[src/design/nnd_pkg.sv]
package nnd_pkg;

	// widths fixed by the register map and the pixel format
	localparam int REG_W   = 13;
	localparam int PIX_W   = 32;
	localparam int COORD_W = 12;
	localparam int IDX_W   = 2;

	// divider operand widths: numerator holds 2*h*tw + w, denominator holds 2*w
	localparam int NUM_W = 2 * REG_W + 2;
	localparam int DEN_W = REG_W + 1;

	// register indexes
	localparam logic [IDX_W-1:0] REG_SRC_WIDTH  = 2'd0;
	localparam logic [IDX_W-1:0] REG_SRC_HEIGHT = 2'd1;
	localparam logic [IDX_W-1:0] REG_MAX_WIDTH  = 2'd2;

	// frame geometry derived from the registers
	typedef struct packed {
		logic             down;
		logic [REG_W-1:0] w;
		logic [REG_W-1:0] h;
		logic [REG_W-1:0] tw;
		logic [REG_W-1:0] th;
		logic [REG_W-1:0] cq;
		logic [REG_W-1:0] cr;
		logic [REG_W-1:0] rq;
		logic [REG_W-1:0] rr;
	} geom_t;

	// one output item
	typedef struct packed {
		logic               done;
		logic [COORD_W-1:0] row;
		logic [COORD_W-1:0] col;
		logic [PIX_W-1:0]   pixel;
	} result_t;

endpackage

[src/design/nnd_div.sv]
module nnd_div (
	input  logic                     clk,
	input  logic                     arst_n,
	input  logic                     start,
	input  logic [nnd_pkg::NUM_W-1:0] num,
	input  logic [nnd_pkg::DEN_W-1:0] den,
	output logic                     done,
	output logic [nnd_pkg::NUM_W-1:0] quot,
	output logic [nnd_pkg::DEN_W-1:0] rem
);

	localparam int NW    = nnd_pkg::NUM_W;
	localparam int DNW   = nnd_pkg::DEN_W;
	localparam int CNT_W = $clog2(NW);

	logic             busy_q;
	logic             done_q;
	logic [CNT_W-1:0] cnt_q;
	logic [NW-1:0]    num_q;
	logic [DNW-1:0]   den_q;
	logic [DNW-1:0]   rem_q;
	logic [DNW:0]     shifted;
	logic [DNW:0]     diff;
	logic             fits;

	// one quotient bit per cycle, restoring form
	assign shifted = {rem_q, num_q[NW-1]};
	assign diff    = shifted - {1'b0, den_q};
	assign fits    = shifted >= {1'b0, den_q};

	// control
	always_ff @(posedge clk or negedge arst_n) begin
		if (!arst_n) begin
			busy_q <= 1'b0;
			done_q <= 1'b0;
			cnt_q  <= '0;
		end else begin
			done_q <= 1'b0;
			if (start) begin
				busy_q <= 1'b1;
				cnt_q  <= '0;
			end else if (busy_q) begin
				cnt_q <= cnt_q + 1'b1;
				if (cnt_q == CNT_W'(NW - 1)) begin
					busy_q <= 1'b0;
					done_q <= 1'b1;
				end
			end
		end
	end

	// datapath
	always_ff @(posedge clk) begin
		if (start) begin
			num_q <= num;
			den_q <= den;
			rem_q <= '0;
		end else if (busy_q) begin
			num_q <= {num_q[NW-2:0], fits};
			rem_q <= fits ? diff[DNW-1:0] : shifted[DNW-1:0];
		end
	end

	assign done = done_q;
	assign quot = num_q;
	assign rem  = rem_q;

endmodule

[src/design/nnd_cfg.sv]
module nnd_cfg #(
	parameter int MAX_DIM = 4096
) (
	input  logic                      clk,
	input  logic                      arst_n,
	input  logic                      cfg_valid,
	output logic                      cfg_ready,
	input  logic [nnd_pkg::IDX_W-1:0] cfg_index,
	input  logic [nnd_pkg::REG_W-1:0] cfg_data,
	output nnd_pkg::geom_t            geom,
	output logic                      restart,
	output logic                      busy
);

	localparam int RW      = nnd_pkg::REG_W;
	localparam int EFF_MAX = (MAX_DIM < (1 << RW) - 1) ? MAX_DIM : (1 << RW) - 1;
	localparam int RST_TW  = (4096 > EFF_MAX) ? EFF_MAX : 4096;
	localparam logic [RW-1:0] EFF_MAX_V = RW'(EFF_MAX);

	localparam logic [2:0] ST_IDLE     = 3'd0;
	localparam logic [2:0] ST_LOAD     = 3'd1;
	localparam logic [2:0] ST_TH_GO    = 3'd2;
	localparam logic [2:0] ST_TH_WAIT  = 3'd3;
	localparam logic [2:0] ST_COL_GO   = 3'd4;
	localparam logic [2:0] ST_COL_WAIT = 3'd5;
	localparam logic [2:0] ST_ROW_GO   = 3'd6;
	localparam logic [2:0] ST_ROW_WAIT = 3'd7;

	logic [2:0]            state_q;
	logic [RW-1:0]         src_width_q;
	logic [RW-1:0]         src_height_q;
	logic [RW-1:0]         max_width_q;
	logic [RW-1:0]         w_eff;
	logic [RW-1:0]         h_eff;
	logic [RW-1:0]         tw_eff;
	logic [2*RW-1:0]       prod_q;
	nnd_pkg::geom_t        geom_q;
	logic                  wr;
	logic                  wr_known;
	logic                  div_start;
	logic                  div_done;
	logic [nnd_pkg::NUM_W-1:0] div_num;
	logic [nnd_pkg::DEN_W-1:0] div_den;
	logic [nnd_pkg::NUM_W-1:0] div_quot;
	logic [nnd_pkg::DEN_W-1:0] div_rem;

	function automatic logic [RW-1:0] clamp_dim(input logic [RW-1:0] v);
		logic [RW-1:0] r;
		r = v;
		if (v == '0)
			r = RW'(1);
		else if (v > EFF_MAX_V)
			r = EFF_MAX_V;
		return r;
	endfunction

	assign cfg_ready = (state_q == ST_IDLE);
	assign busy      = (state_q != ST_IDLE);
	assign wr        = cfg_valid && cfg_ready;
	assign wr_known  = (cfg_index == nnd_pkg::REG_SRC_WIDTH) ||
		(cfg_index == nnd_pkg::REG_SRC_HEIGHT) || (cfg_index == nnd_pkg::REG_MAX_WIDTH);
	assign restart   = wr && wr_known;

	assign w_eff  = clamp_dim(src_width_q);
	assign h_eff  = clamp_dim(src_height_q);
	assign tw_eff = clamp_dim(max_width_q);

	// register writes
	always_ff @(posedge clk or negedge arst_n) begin
		if (!arst_n) begin
			src_width_q  <= RW'(1);
			src_height_q <= RW'(1);
			max_width_q  <= RW'(4096);
		end else if (wr) begin
			case (cfg_index)
				nnd_pkg::REG_SRC_WIDTH:  src_width_q  <= cfg_data;
				nnd_pkg::REG_SRC_HEIGHT: src_height_q <= cfg_data;
				nnd_pkg::REG_MAX_WIDTH:  max_width_q  <= cfg_data;
				default: ;
			endcase
		end
	end

	// divider operand select
	always_comb begin
		div_start = 1'b0;
		div_num   = nnd_pkg::NUM_W'(geom_q.w);
		div_den   = nnd_pkg::DEN_W'(geom_q.tw);
		case (state_q)
			ST_TH_GO: begin
				div_start = 1'b1;
				div_num   = nnd_pkg::NUM_W'({prod_q, 1'b0}) + nnd_pkg::NUM_W'(geom_q.w);
				div_den   = {geom_q.w, 1'b0};
			end
			ST_COL_GO: begin
				div_start = 1'b1;
			end
			ST_ROW_GO: begin
				div_start = 1'b1;
				div_num   = nnd_pkg::NUM_W'(geom_q.h);
				div_den   = nnd_pkg::DEN_W'(geom_q.th);
			end
			default: ;
		endcase
	end

	nnd_div u_div (
		.clk    (clk),
		.arst_n (arst_n),
		.start  (div_start),
		.num    (div_num),
		.den    (div_den),
		.done   (div_done),
		.quot   (div_quot),
		.rem    (div_rem)
	);

	// geometry sequencer: when downscaling, target height, then column and row steps
	always_ff @(posedge clk or negedge arst_n) begin
		if (!arst_n) begin
			state_q     <= ST_IDLE;
			geom_q.down <= 1'b0;
			geom_q.w    <= RW'(1);
			geom_q.h    <= RW'(1);
			geom_q.tw   <= RW'(RST_TW);
			geom_q.th   <= RW'(1);
			geom_q.cq   <= RW'(1);
			geom_q.cr   <= '0;
			geom_q.rq   <= RW'(1);
			geom_q.rr   <= '0;
		end else begin
			case (state_q)
				ST_IDLE: begin
					if (restart)
						state_q <= ST_LOAD;
				end
				ST_LOAD: begin
					geom_q.w    <= w_eff;
					geom_q.h    <= h_eff;
					geom_q.tw   <= tw_eff;
					geom_q.down <= w_eff > tw_eff;
					if (w_eff > tw_eff) begin
						state_q <= ST_TH_GO;
					end else begin
						geom_q.th <= RW'(1);
						geom_q.cq <= RW'(1);
						geom_q.cr <= '0;
						geom_q.rq <= RW'(1);
						geom_q.rr <= '0;
						state_q   <= ST_IDLE;
					end
				end
				ST_TH_GO:  state_q <= ST_TH_WAIT;
				ST_TH_WAIT: begin
					if (div_done) begin
						geom_q.th <= (div_quot == '0) ? RW'(1) : RW'(div_quot);
						state_q   <= ST_COL_GO;
					end
				end
				ST_COL_GO: state_q <= ST_COL_WAIT;
				ST_COL_WAIT: begin
					if (div_done) begin
						geom_q.cq <= RW'(div_quot);
						geom_q.cr <= RW'(div_rem);
						state_q   <= ST_ROW_GO;
					end
				end
				ST_ROW_GO: state_q <= ST_ROW_WAIT;
				ST_ROW_WAIT: begin
					if (div_done) begin
						geom_q.rq <= RW'(div_quot);
						geom_q.rr <= RW'(div_rem);
						state_q   <= ST_IDLE;
					end
				end
				default: state_q <= ST_IDLE;
			endcase
		end
	end

	// height times target width, registered ahead of the division
	always_ff @(posedge clk) begin
		if (state_q == ST_LOAD)
			prod_q <= h_eff * tw_eff;
	end

	assign geom = geom_q;

endmodule

[src/design/nnd_pos.sv]
module nnd_pos #(
	parameter int MAX_DIM = 4096
) (
	input  logic                      clk,
	input  logic                      arst_n,
	input  logic                      restart,
	input  nnd_pkg::geom_t            geom,
	input  logic                      take,
	input  logic [nnd_pkg::PIX_W-1:0] pixel_in,
	output logic                      kept,
	output nnd_pkg::result_t          res
);

	localparam int RW      = nnd_pkg::REG_W;
	localparam int EFF_MAX = (MAX_DIM < (1 << RW) - 1) ? MAX_DIM : (1 << RW) - 1;
	localparam int DW      = $clog2(EFF_MAX + 1);
	localparam int CW      = $clog2(EFF_MAX);
	localparam int OW      = nnd_pkg::COORD_W;

	logic [CW-1:0] src_col_q;
	logic [CW-1:0] src_row_q;
	logic [DW-1:0] want_col_q;
	logic [DW-1:0] col_rem_q;
	logic [DW-1:0] dst_col_q;
	logic [DW-1:0] want_row_q;
	logic [DW-1:0] row_rem_q;
	logic [DW-1:0] dst_row_q;

	logic [DW-1:0] w, h, tw, th, cq, cr, rq, rr;
	logic [DW-1:0] c, r;
	logic          last_col, last_row, col_hit, row_hit;
	logic [DW:0]   col_sum, row_sum;
	logic          col_wrap, row_wrap;
	logic [DW-1:0] col_rem_nxt, row_rem_nxt;
	logic [DW-1:0] want_col_nxt, want_row_nxt;

	assign w  = DW'(geom.w);
	assign h  = DW'(geom.h);
	assign tw = DW'(geom.tw);
	assign th = DW'(geom.th);
	assign cq = DW'(geom.cq);
	assign cr = DW'(geom.cr);
	assign rq = DW'(geom.rq);
	assign rr = DW'(geom.rr);
	assign c  = DW'(src_col_q);
	assign r  = DW'(src_row_q);

	// position and hit tests
	assign last_col = c >= w - 1'b1;
	assign last_row = r >= h - 1'b1;
	assign col_hit  = c == want_col_q;
	assign row_hit  = r == want_row_q;
	assign kept     = !geom.down || (col_hit && row_hit);

	// next wanted column and row, quotient plus carried remainder
	assign col_sum      = {1'b0, col_rem_q} + {1'b0, cr};
	assign col_wrap     = col_sum >= {1'b0, tw};
	assign col_rem_nxt  = col_wrap ? DW'(col_sum - {1'b0, tw}) : DW'(col_sum);
	assign want_col_nxt = want_col_q + cq + DW'(col_wrap);
	assign row_sum      = {1'b0, row_rem_q} + {1'b0, rr};
	assign row_wrap     = row_sum >= {1'b0, th};
	assign row_rem_nxt  = row_wrap ? DW'(row_sum - {1'b0, th}) : DW'(row_sum);
	assign want_row_nxt = want_row_q + rq + DW'(row_wrap);

	// result fields
	always_comb begin
		res.pixel = pixel_in;
		if (!geom.down) begin
			res.col  = OW'(src_col_q);
			res.row  = OW'(src_row_q);
			res.done = last_col && last_row;
		end else begin
			res.col  = OW'(dst_col_q);
			res.row  = OW'(dst_row_q);
			res.done = (dst_col_q == tw - 1'b1) && (dst_row_q == th - 1'b1);
		end
	end

	// counters and accumulators
	always_ff @(posedge clk or negedge arst_n) begin
		if (!arst_n) begin
			src_col_q  <= '0;
			src_row_q  <= '0;
			want_col_q <= '0;
			col_rem_q  <= '0;
			dst_col_q  <= '0;
			want_row_q <= '0;
			row_rem_q  <= '0;
			dst_row_q  <= '0;
		end else if (restart) begin
			src_col_q  <= '0;
			src_row_q  <= '0;
			want_col_q <= '0;
			col_rem_q  <= '0;
			dst_col_q  <= '0;
			want_row_q <= '0;
			row_rem_q  <= '0;
			dst_row_q  <= '0;
		end else if (take) begin
			if (geom.down) begin
				if (col_hit) begin
					want_col_q <= want_col_nxt;
					col_rem_q  <= col_rem_nxt;
					dst_col_q  <= dst_col_q + 1'b1;
				end
				if (last_col) begin
					want_col_q <= '0;
					col_rem_q  <= '0;
					dst_col_q  <= '0;
					if (row_hit) begin
						want_row_q <= want_row_nxt;
						row_rem_q  <= row_rem_nxt;
						dst_row_q  <= dst_row_q + 1'b1;
					end
				end
			end
			if (last_col) begin
				src_col_q <= '0;
				if (last_row) begin
					src_row_q  <= '0;
					want_row_q <= '0;
					row_rem_q  <= '0;
					dst_row_q  <= '0;
				end else begin
					src_row_q <= src_row_q + 1'b1;
				end
			end else begin
				src_col_q <= src_col_q + 1'b1;
			end
		end
	end

endmodule

[src/design/nnd_out.sv]
module nnd_out (
	input  logic             clk,
	input  logic             arst_n,
	input  logic             push,
	input  nnd_pkg::result_t push_res,
	output logic             room,
	output logic             out_valid,
	input  logic             out_ready,
	output nnd_pkg::result_t out_res
);

	logic             valid_q;
	logic             skid_valid_q;
	nnd_pkg::result_t main_q;
	nnd_pkg::result_t skid_q;
	logic             pop;
	logic             load_main;

	assign pop       = valid_q && out_ready;
	assign load_main = push && (!valid_q || pop);
	assign room      = !skid_valid_q;

	// output register with one skid entry
	always_ff @(posedge clk or negedge arst_n) begin
		if (!arst_n) begin
			valid_q      <= 1'b0;
			skid_valid_q <= 1'b0;
		end else if (push) begin
			if (load_main)
				valid_q <= 1'b1;
			else
				skid_valid_q <= 1'b1;
		end else if (pop) begin
			if (skid_valid_q)
				skid_valid_q <= 1'b0;
			else
				valid_q <= 1'b0;
		end
	end

	// payload
	always_ff @(posedge clk) begin
		if (load_main)
			main_q <= push_res;
		else if (push)
			skid_q <= push_res;
		else if (pop && skid_valid_q)
			main_q <= skid_q;
	end

	assign out_valid = valid_q;
	assign out_res   = main_q;

endmodule

[src/design/nearest_neighbor_downscaler.sv]
// Nearest-neighbor downscaler for an RGBA pixel stream.
// Source pixels enter on the s_ channel in raster order, one per item. When
// the source width exceeds max_width, only the pixels on the nearest-neighbor
// grid come out on the m_ channel, tagged with their output column and row;
// otherwise every pixel passes with its own coordinates. m_tlast marks the
// last pixel of an output frame.
// Registers are written on the cfg_ channel (0 src_width, 1 src_height,
// 2 max_width); the user must write them only while the stream is quiet,
// and the block does not enforce this. A write to one of these registers
// restarts the frame and drops s_tready while the geometry is loaded and,
// when downscaling, the target height and step sizes are worked out by a
// one-bit-per-cycle divider in three 28-bit divisions. Throughput is one
// pixel per clock while s_tready is high; a kept pixel appears on m_tvalid
// in the cycle after it is accepted when the output register is free. A
// pixel that meets a stalled m_tready with the output register full goes
// to a single skid entry, and s_tready stays low while the skid holds it.
// Reset loads src_width 1, src_height 1, max_width 4096 and clears all frame
// position counters.
module nearest_neighbor_downscaler #(
	parameter int MAX_DIM = 4096
) (
	input  logic                      clk,
	input  logic                      arst_n,
	input  logic                      s_tvalid,
	output logic                      s_tready,
	input  logic [31:0]               s_tdata,    // pixel_in
	output logic                      m_tvalid,
	input  logic                      m_tready,
	output logic [55:0]               m_tdata,    // pixel_out, out_col, out_row
	output logic                      m_tlast,    // frame_done
	input  logic                      cfg_valid,
	output logic                      cfg_ready,
	input  logic [nnd_pkg::IDX_W-1:0] cfg_index,
	input  logic [nnd_pkg::REG_W-1:0] cfg_data
);

	nnd_pkg::geom_t   geom;
	nnd_pkg::result_t pos_res;
	nnd_pkg::result_t out_res;
	logic             restart;
	logic             busy;
	logic             room;
	logic             take;
	logic             kept;

	assign s_tready = room && !busy;
	assign take     = s_tvalid && s_tready;

	nnd_cfg #(.MAX_DIM(MAX_DIM)) u_cfg (
		.clk       (clk),
		.arst_n    (arst_n),
		.cfg_valid (cfg_valid),
		.cfg_ready (cfg_ready),
		.cfg_index (cfg_index),
		.cfg_data  (cfg_data),
		.geom      (geom),
		.restart   (restart),
		.busy      (busy)
	);

	nnd_pos #(.MAX_DIM(MAX_DIM)) u_pos (
		.clk      (clk),
		.arst_n   (arst_n),
		.restart  (restart),
		.geom     (geom),
		.take     (take),
		.pixel_in (s_tdata),
		.kept     (kept),
		.res      (pos_res)
	);

	nnd_out u_out (
		.clk       (clk),
		.arst_n    (arst_n),
		.push      (take && kept),
		.push_res  (pos_res),
		.room      (room),
		.out_valid (m_tvalid),
		.out_ready (m_tready),
		.out_res   (out_res)
	);

	// pack output item
	assign m_tdata = {out_res.row, out_res.col, out_res.pixel};
	assign m_tlast = out_res.done;

endmodule
[config.mk]
export PLATFORM = sky130hd
export DESIGN_NAME = nearest_neighbor_downscaler
export DESIGN_NICKNAME = d
export VERILOG_FILES = /design/src/design/nnd_pkg.sv /design/src/design/nnd_div.sv /design/src/design/nnd_cfg.sv /design/src/design/nnd_pos.sv /design/src/design/nnd_out.sv /design/src/design/nearest_neighbor_downscaler.sv
export SDC_FILE = /design/constraint.sdc
export NUM_CORES = 1
export LEC_CHECK = 0
export ABC_AREA = 0
export BUFFER_PORTS_ARGS = -buffer_cell sky130_fd_sc_hd__clkbuf_2
export CAP_MARGIN = 20
export CORE_MARGIN = 3
export CORE_UTILIZATION = 60
export DETAILED_ROUTE_END_ITERATION = 8
export MAX_ROUTING_LAYER = met4
export PLACE_DENSITY = 0.89
export SLEW_MARGIN = 0
export SYNTH_ARGS = -nofsm -noshare
export SYNTH_HDL_FRONTEND = slang
export SYNTH_SLANG_ARGS = --single-unit
[constraint.sdc]
create_clock -name clk -period 19.7 [get_ports clk]
set_input_delay 3.94 -clock clk [delete_from_list [all_inputs] [get_ports clk]]
set_output_delay 3.94 -clock clk [all_outputs]
set_load 0.01 [all_outputs]
==> results of run 1 <==
[cell usage after synthesis, types with 65 or more instances]
master,count
nand2_1,331
inv_1,271
dfrtp_1,249
o21ai_0,243
nor2_1,219
ha_1,217
edfxtp_1,182
mux2_2,135
fa_1,131
xnor2_1,109
a21oi_1,107
clkbuf_1,93
xor2_1,92
a22o_1,65
[path summary, 6_finish.rpt]
| path | from | end | slack (ps) | cells after the start |
|---|---|---|---|---|
| max | u_cfg.src_height_q[12] | u_cfg.prod_q[24] | 12890 | 21 |
| min | u_pos.col_rem_q[11] | u_pos.col_rem_q[11] | 480 | 2 |
| max reg2reg | u_cfg.src_height_q[12] | u_cfg.prod_q[24] | 12890 | 21 |
| min reg2reg | u_pos.col_rem_q[11] | u_pos.col_rem_q[11] | 480 | 2 |
| max in group asynchronous | arst_n | u_cfg.max_width_q[2] | 14750 | 2 |
| min in group asynchronous | arst_n | u_cfg.geom[8] | 3440 | 1 |
[cells in the final DEF, fill, tap and decap left out, types with 9 or more instances in the layout]
| master | n |
|---|---|
| and3_1 | 35 |
| nand4_1 | 27 |
| mux2_2 | 135 |
| nor4_1 | 34 |
| nand3b_1 | 9 |
| o21ai_0 | 243 |
| a21o_1 | 32 |
| dfstp_2 | 9 |
| nor2_1 | 217 |
| fa_1 | 131 |
| nor2b_1 | 55 |
| inv_1 | 271 |
| nor3_1 | 56 |
| dfrtp_1 | 249 |
| clkinv_2 | 13 |
| o211ai_1 | 15 |
| ha_1 | 217 |
| a21oi_1 | 107 |
| a22o_1 | 65 |
| or3_1 | 19 |
| clkbuf_2 | 110 |
| nand3_1 | 47 |
| xnor2_1 | 109 |
| mux2i_1 | 43 |
| dfxtp_1 | 14 |
| buf_4 | 23 |
| and2_1 | 10 |
| nand2b_1 | 40 |
| clkbuf_16 | 50 |
| edfxtp_1 | 182 |
| o31ai_1 | 20 |
| clkbuf_1 | 10 |
| a31oi_1 | 12 |
| xor2_1 | 92 |
| a211oi_1 | 14 |
| o21a_1 | 23 |
| nand2_1 | 329 |
[power breakdown]
part | internal (µW) | leakage [µW] | switching, µW | total [µW]
combinational | 1250 | 0.00924 | 1910 | 3160
sequential | 1340 | 0.00527 | 317 | 1650
clock | 539 | 0.000787 | 391 | 931
total | 3130 | 0.0153 | 2620 | 5750
[worst min-delay path, cell delays in order, from the launching register on]
cell	delay [ps]
dfrtp_1	340
nand2_1	50
o21ai_0	60
[registers in the layout, summed over array words and instances (netlist names), 14 cells and up]
name and cells:
u_cfg.geom 105, u_cfg.prod_q 26, u_cfg.u_div.den_q 14, u_cfg.u_div.quot 28, u_cfg.u_div.rem 14, u_out.out_res 57, u_out.skid_q 57
[area by class of cell]
type                            count  share of cell area (%)
Antenna cell                        1                 0.00743
Clock buffer                       62                    3.91
Clock inverter                     26                   0.832
Inverter                          275                    3.06
Multi-Input combinational cell   2251                    51.1
Sequential cell                   454                    36.2
Tap cell                          672                    2.49
Timing Repair Buffer              137                    2.39
[metal layers]
| metal | global-route usage (%) | routed length, µm |
|---|---|---|
| met4 | 17.6 | 5750 |
| met5 | - | 0 |
| met2 | 49.9 | 39500 |
| met1 | 39.8 | 31100 |
| met3 | 5.71 | 8480 |
[cells by family (layout without fill, tap and decap cells)]
| kind of cell | count (synthesis) | in the layout | synth area share, % |
|---|---|---|---|
| DFF | 454 | 454 | 39.5 |
| adders and majority gates | 348 | 348 | 17.3 |
| buffers and inverters | 390 | 500 | 4.83 |
| AOI/OAI and AO/OA | 604 | 604 | 12.3 |
| other | 0 | 1 | 0 |
| muxes | 178 | 178 | 6.32 |
| xor gates and xnor gates | 201 | 201 | 5.70 |
| and+or+nand+nor | 920 | 920 | 14.0 |
[metrics by stage]
stage / setup slack [ps] / utilization [%] / cells
floorplan: 10680 / - / 3095
finish: 12890 / 66.8 / 3878
CTS: 12940 / 66.7 / 3874
global route: 12540 / 66.8 / 3877
global placement: 12980 / 63.4 / 3785
detailed placement: 12980 / 63.5 / 3786
==> impl_metrics.py, run 1 <==
metrics = {
    "placement": {
        "globalplace.congestion": 0.990,
        "post-dp-hpwl_um": 60600,
        "postPlaceCellArea_mm2": 0.0321,
        "io_buffer_count": 111,
    },
    "timing": {
        "finalSetupTns_ps": 0,
        "min_period_ps": 6810,
        "final_max_slew_viol_count": 0,
        "period_share_pct": 34.6,
        "tightest_slew_ps": 1090,
        "max_freq_ghz": 0.147,
        "timing.hold.ws_ps": 484,
        "max-slew-margin-rel_pct": 27.5,
        "skew_ps": 27.3,
        "finalSetupViolCount": 0,
        "rsz0062_at_grt": "false",
        "hold_viol_final": 0,
    },
    "final_layout": {
        "fin_nets": 3566,
        "nFillCells": 3547,
        "final_area_mm2": 0.0337,
        "regArea_mm2": 0.0122,
        "drive_gt1_share_pct": 12.0,
        "multi_input_area_mm2": 0.0172,
        "syn_to_final_growth_pct": 9.13,
    },
    "worst_setup_path": {
        "cpPeakStageDelay_ps": 690,
        "crit_type": "flop to flop",
        "setup.worst_path.start_class": "flop",
        "crit_fanout": 20,
        "critPathSlowestCell": "dfrtp_1",
        "cp.required_ps": 20020,
        "cp.arrival_ps": 7130,
        "crit_family": "adder cells",
        "crit_chain": "inv_1, nand2_1, nor2_1, fa_1, inv_1, fa_1, inv_1, fa_1, fa_1, inv_1, fa_1, inv_1, ha_1, a21o_1, or4_1, o21a_1, o221a_2, o2111ai_1, nand3_1, o211ai_1, o211ai_1",
        "cp-end-kind": "flop",
        "path_buf_inv": 5,
    },
    "flow_run": {
        "cap_violations": 0,
    },
    "clock_tree": {
        "cts-root-buf": "clkbuf_16",
        "cts.sinks": 454,
        "clock_path_buffers": 3,
        "cts-resized-gates": 0,
        "hold_buffers": 0,
        "h-tree-depth": 2,
        "cts_setup_buffers": 0,
        "clk_latency_ps": 600,
        "tritoncts": "built",
        "clk_pin_slew_ps": 70,
        "cts_made_buffers": 47,
    },
    "die": {
        "die_w_um": 233,
        "placementRows": 82,
        "fp.dieH_um": 233,
        "core_mm2": 0.0505,
        "initial_utilization_pct": 61.2,
        "io_pins": 112,
        "die_area_mm2": 0.0542,
    },
    "route": {
        "route.detailed.drc": 0,
        "post_drt_wl_per_cell_um": 21.9,
        "firstDrtPassIters": 8,
        "vias": 24900,
        "drt_iter0_drc": 3004,
        "vias_per_cell": 6.42,
        "drt-total-wl_um": 84900,
        "postRouteAntennaNets": 0,
    },
    "power": {
        "p_total_uw": 5750,
        "max-vdd-ir-drop_uv": 342,
        "power_density_mw_per_mm2": 171,
        "p_leak_uw": 0.0153,
    },
    "yosys": {
        "ys.flop_type": "dfrtp_1",
        "synth_edf_count": 182,
        "synthArstFlopShare_pct": 56.8,
        "yosys-top-cells-area": "dfrtp_1 (20%), edfxtp_1 (18%), ha_1 (8.8%), fa_1 (8.5%), mux2_2 (4.9%)",
        "yosys_register_bits": 454,
        "syn_inst": 3095,
        "ys_types": 77,
        "yosysSeqAreaShare_pct": 39.5,
        "synth.avg_cell_area_um2": 9.98,
        "yosys_warnings": 0,
        "synth_top_area_share_pct": 20.2,
        "synth_top_area_cell": "dfrtp_1",
        "synth_nets": 3495,
        "syn_area_mm2": 0.0309,
    },
    "grt": {
        "grt_pass1_wl_um": 133000,
        "grt_overflow": 0,
        "grt_max_degree": 118,
        "grt_pass1_vias": 24600,
        "antenna_found_initial": 0,
        "grt_usage_pct": 32.0,
    },
    "status": {
        "outcome": "complete, no violations",
    },
    "min_path": {
        "hold_path.class": "flop to flop",
    },
}
Power figures use the tool's default switching activity.
==> run 2, diff against run 1 <==
Clock period 19.7 ns to 6.55 ns, I/O delays scaled along.
==> run 2 against run 1 <==
Maximum frequency increased by 9.2%. Clock skew increased by 7.8 ps. Core utilization increased by 0.33 points. Via count decreased by 0.26%. Count of clock-buffer cells in the layout increased by 7. Sequential power increased to 3.0 times the previous value. Design area increased by 0.50%. Critical endpoint is now u_cfg.prod_q[25].
==> impl_metrics.py, run 2 (same netlist as run 1, synthesis figures left out) <==
metrics = {
    "status": {
        "outcome": "complete, no violations",
    },
    "final_layout": {
        "layout_common_cells": "nand2_1 (329), inv_1 (271), dfrtp_1 (249)",
        "layout_commonest_cell": "nand2_1",
        "drive_gt1_share_pct": 12.7,
        "largest_register_ffs": 105,
        "nFillCells": 3549,
        "syn_to_final_growth_pct": 9.67,
        "fin_nets": 3590,
    },
    "worst_setup_path": {
        "cp.required_ps": 6890,
        "cp.arrival_ps": 6580,
        "cpMostUsedCell": "fa_1",
        "critPathSlowestCell": "dfstp_2",
        "crit_fanout": 20,
        "cp-end-kind": "flop",
        "crit_type": "flop to flop",
        "path_buf_inv": 4,
        "crit_family": "adder cells",
        "setup.worst_path.start_class": "flop",
        "cpPeakStageDelay_ps": 560,
        "crit_chain": "buf_4, nor2b_1, inv_1, nor2_1, fa_1, fa_1, fa_1, fa_1, inv_1, fa_1, inv_1, ha_1, or3_1, o22ai_1, a21oi_1, and4_1, o211ai_1, o21ai_0, a21oi_1, xnor2_1",
    },
    "clock_tree": {
        "clk_latency_ps": 610,
        "h-tree-depth": 2,
        "hold_buffers": 0,
        "clk_pin_slew_ps": 70,
        "clock_path_buffers": 3,
        "tritoncts": "built",
        "cts.sinks": 454,
        "cts-root-buf": "clkbuf_16",
        "cts_made_buffers": 46,
    },
    "timing": {
        "tightest_slew_ps": 1070,
        "timing.hold.ws_ps": 485,
        "hold_viol_final": 0,
        "min_period_ps": 6240,
        "final_max_slew_viol_count": 0,
        "max_freq_ghz": 0.160,
        "finalSetupViolCount": 0,
        "skew_ps": 35.1,
        "period_share_pct": 95.3,
        "max-slew-margin-rel_pct": 28.7,
    },
    "grt": {
        "grt_pass1_wl_um": 133000,
        "grt_usage_pct": 32.1,
        "grt_pass1_vias": 24500,
        "grt_max_degree": 144,
        "antenna_found_initial": 1,
        "grt_overflow": 0,
    },
    "die": {
        "io_pins": 112,
        "placementRows": 82,
        "die_area_mm2": 0.0542,
        "core_mm2": 0.0505,
        "die_w_um": 233,
        "initial_utilization_pct": 61.2,
        "fp.dieH_um": 233,
    },
    "route": {
        "route.detailed.drc": 0,
        "post_drt_wl_per_cell_um": 21.9,
        "drt_iter0_drc": 3025,
        "drt-total-wl_um": 85300,
        "vias": 24800,
        "vias_per_cell": 6.37,
        "firstDrtPassIters": 9,
        "postRouteAntennaNets": 0,
    },
    "placement": {
        "globalplace.congestion": 1.03,
        "post-dp-hpwl_um": 61500,
        "io_buffer_count": 111,
    },
    "power": {
        "power_density_mw_per_mm2": 509,
        "p_leak_uw": 0.0154,
        "p_total_uw": 17200,
        "max-vdd-ir-drop_uv": 885,
    },
    "flow_run": {
        "cap_violations": 0,
    },
    "min_path": {
        "hold_path.class": "flop to flop",
    },
}
[run 2: cell types whose count changed in the layout (fill, tap and decap cells not counted), moves of 2 or more]
cell        before  now
buf_4           23   49
clkbuf_8         2    8
clkinv_2        13    8
nor4_1          34   31
nor4_2           0    3
bufinv_16        5    3
clkbuf_1        10   12
clkinvlp_4       2    0
[run 2: repair_timing]
action / 4_1_cts / 5_1_grt
setup buffers: 0 / 1
gates resized for setup: 0 / 7
setup endpoints to repair: 0 / 4
[run 2: area by class of cell]
type,count,area (µm²),area share [%]
Clock buffer,69,1380,4.08
Inverter,275,1030,3.05
Clock inverter,16,178,0.525
Tap cell,672,841,2.48
Multi-Input combinational cell,2251,17200,50.9
Antenna cell,1,2.50,0.00739
Sequential cell,454,12200,36.1
Timing Repair Buffer,162,981,2.90
[run 2: final timing paths]
| check | start | to | slack (ps) | cells past startpoint |
|---|---|---|---|---|
| hold / removal | u_pos.col_rem_q[6] | u_pos.col_rem_q[6] | 490 | 2 |
| hold reg to reg | u_pos.col_rem_q[6] | u_pos.col_rem_q[6] | 490 | 2 |
| setup reg to reg | u_cfg.max_width_q[12] | u_cfg.prod_q[25] | 310 | 20 |
| min in group asynchronous | arst_n | u_cfg.geom[9] | 770 | 1 |
| max in group asynchronous | arst_n | u_cfg.max_width_q[2] | 4410 | 2 |
| setup / recovery | u_cfg.max_width_q[12] | u_cfg.prod_q[25] | 310 | 20 |
[run 2: per-layer routing]
metal | track usage (%) | up-vias | share of wire (%)
li1 | - | 11000 | -
met1 | 39.4 | 12000 | 37
met2 | 50.9 | 1429 | 47
met3 | 5.63 | 437 | 9.3
met4 | 17.1 | 0 | 6.7
met5 | - | - | 0
[run 2: tightest hold or removal path, cell delays in order, from the launching register on]
cell and delay [ps]:
dfrtp_1 340, nand2_1 50, o21ai_0 60
[run 2: power by group]
| group | internal (µW) | switching, µW |
|---|---|---|
| Clock | 1580 | 1170 |
| Combinational | 3830 | 5720 |
| Sequential | 4020 | 904 |
| Total | 9440 | 7790 |
[run 2: per-stage QoR]
stage	cell area [µm²]	setup slack [ps]	std cells	TNS [ps]	utilization, %
6_report	33900	309	3900	0	67.1
5_1_grt	33900	-26.9	3900	-26.9	67.1
4_1_cts	33800	246	3897	0	67.0
2_1_floorplan	30900	162	3095	0	-
3_5_place_dp	32200	278	3812	0	63.9
3_3_place_gp	32200	381	3812	0	63.9
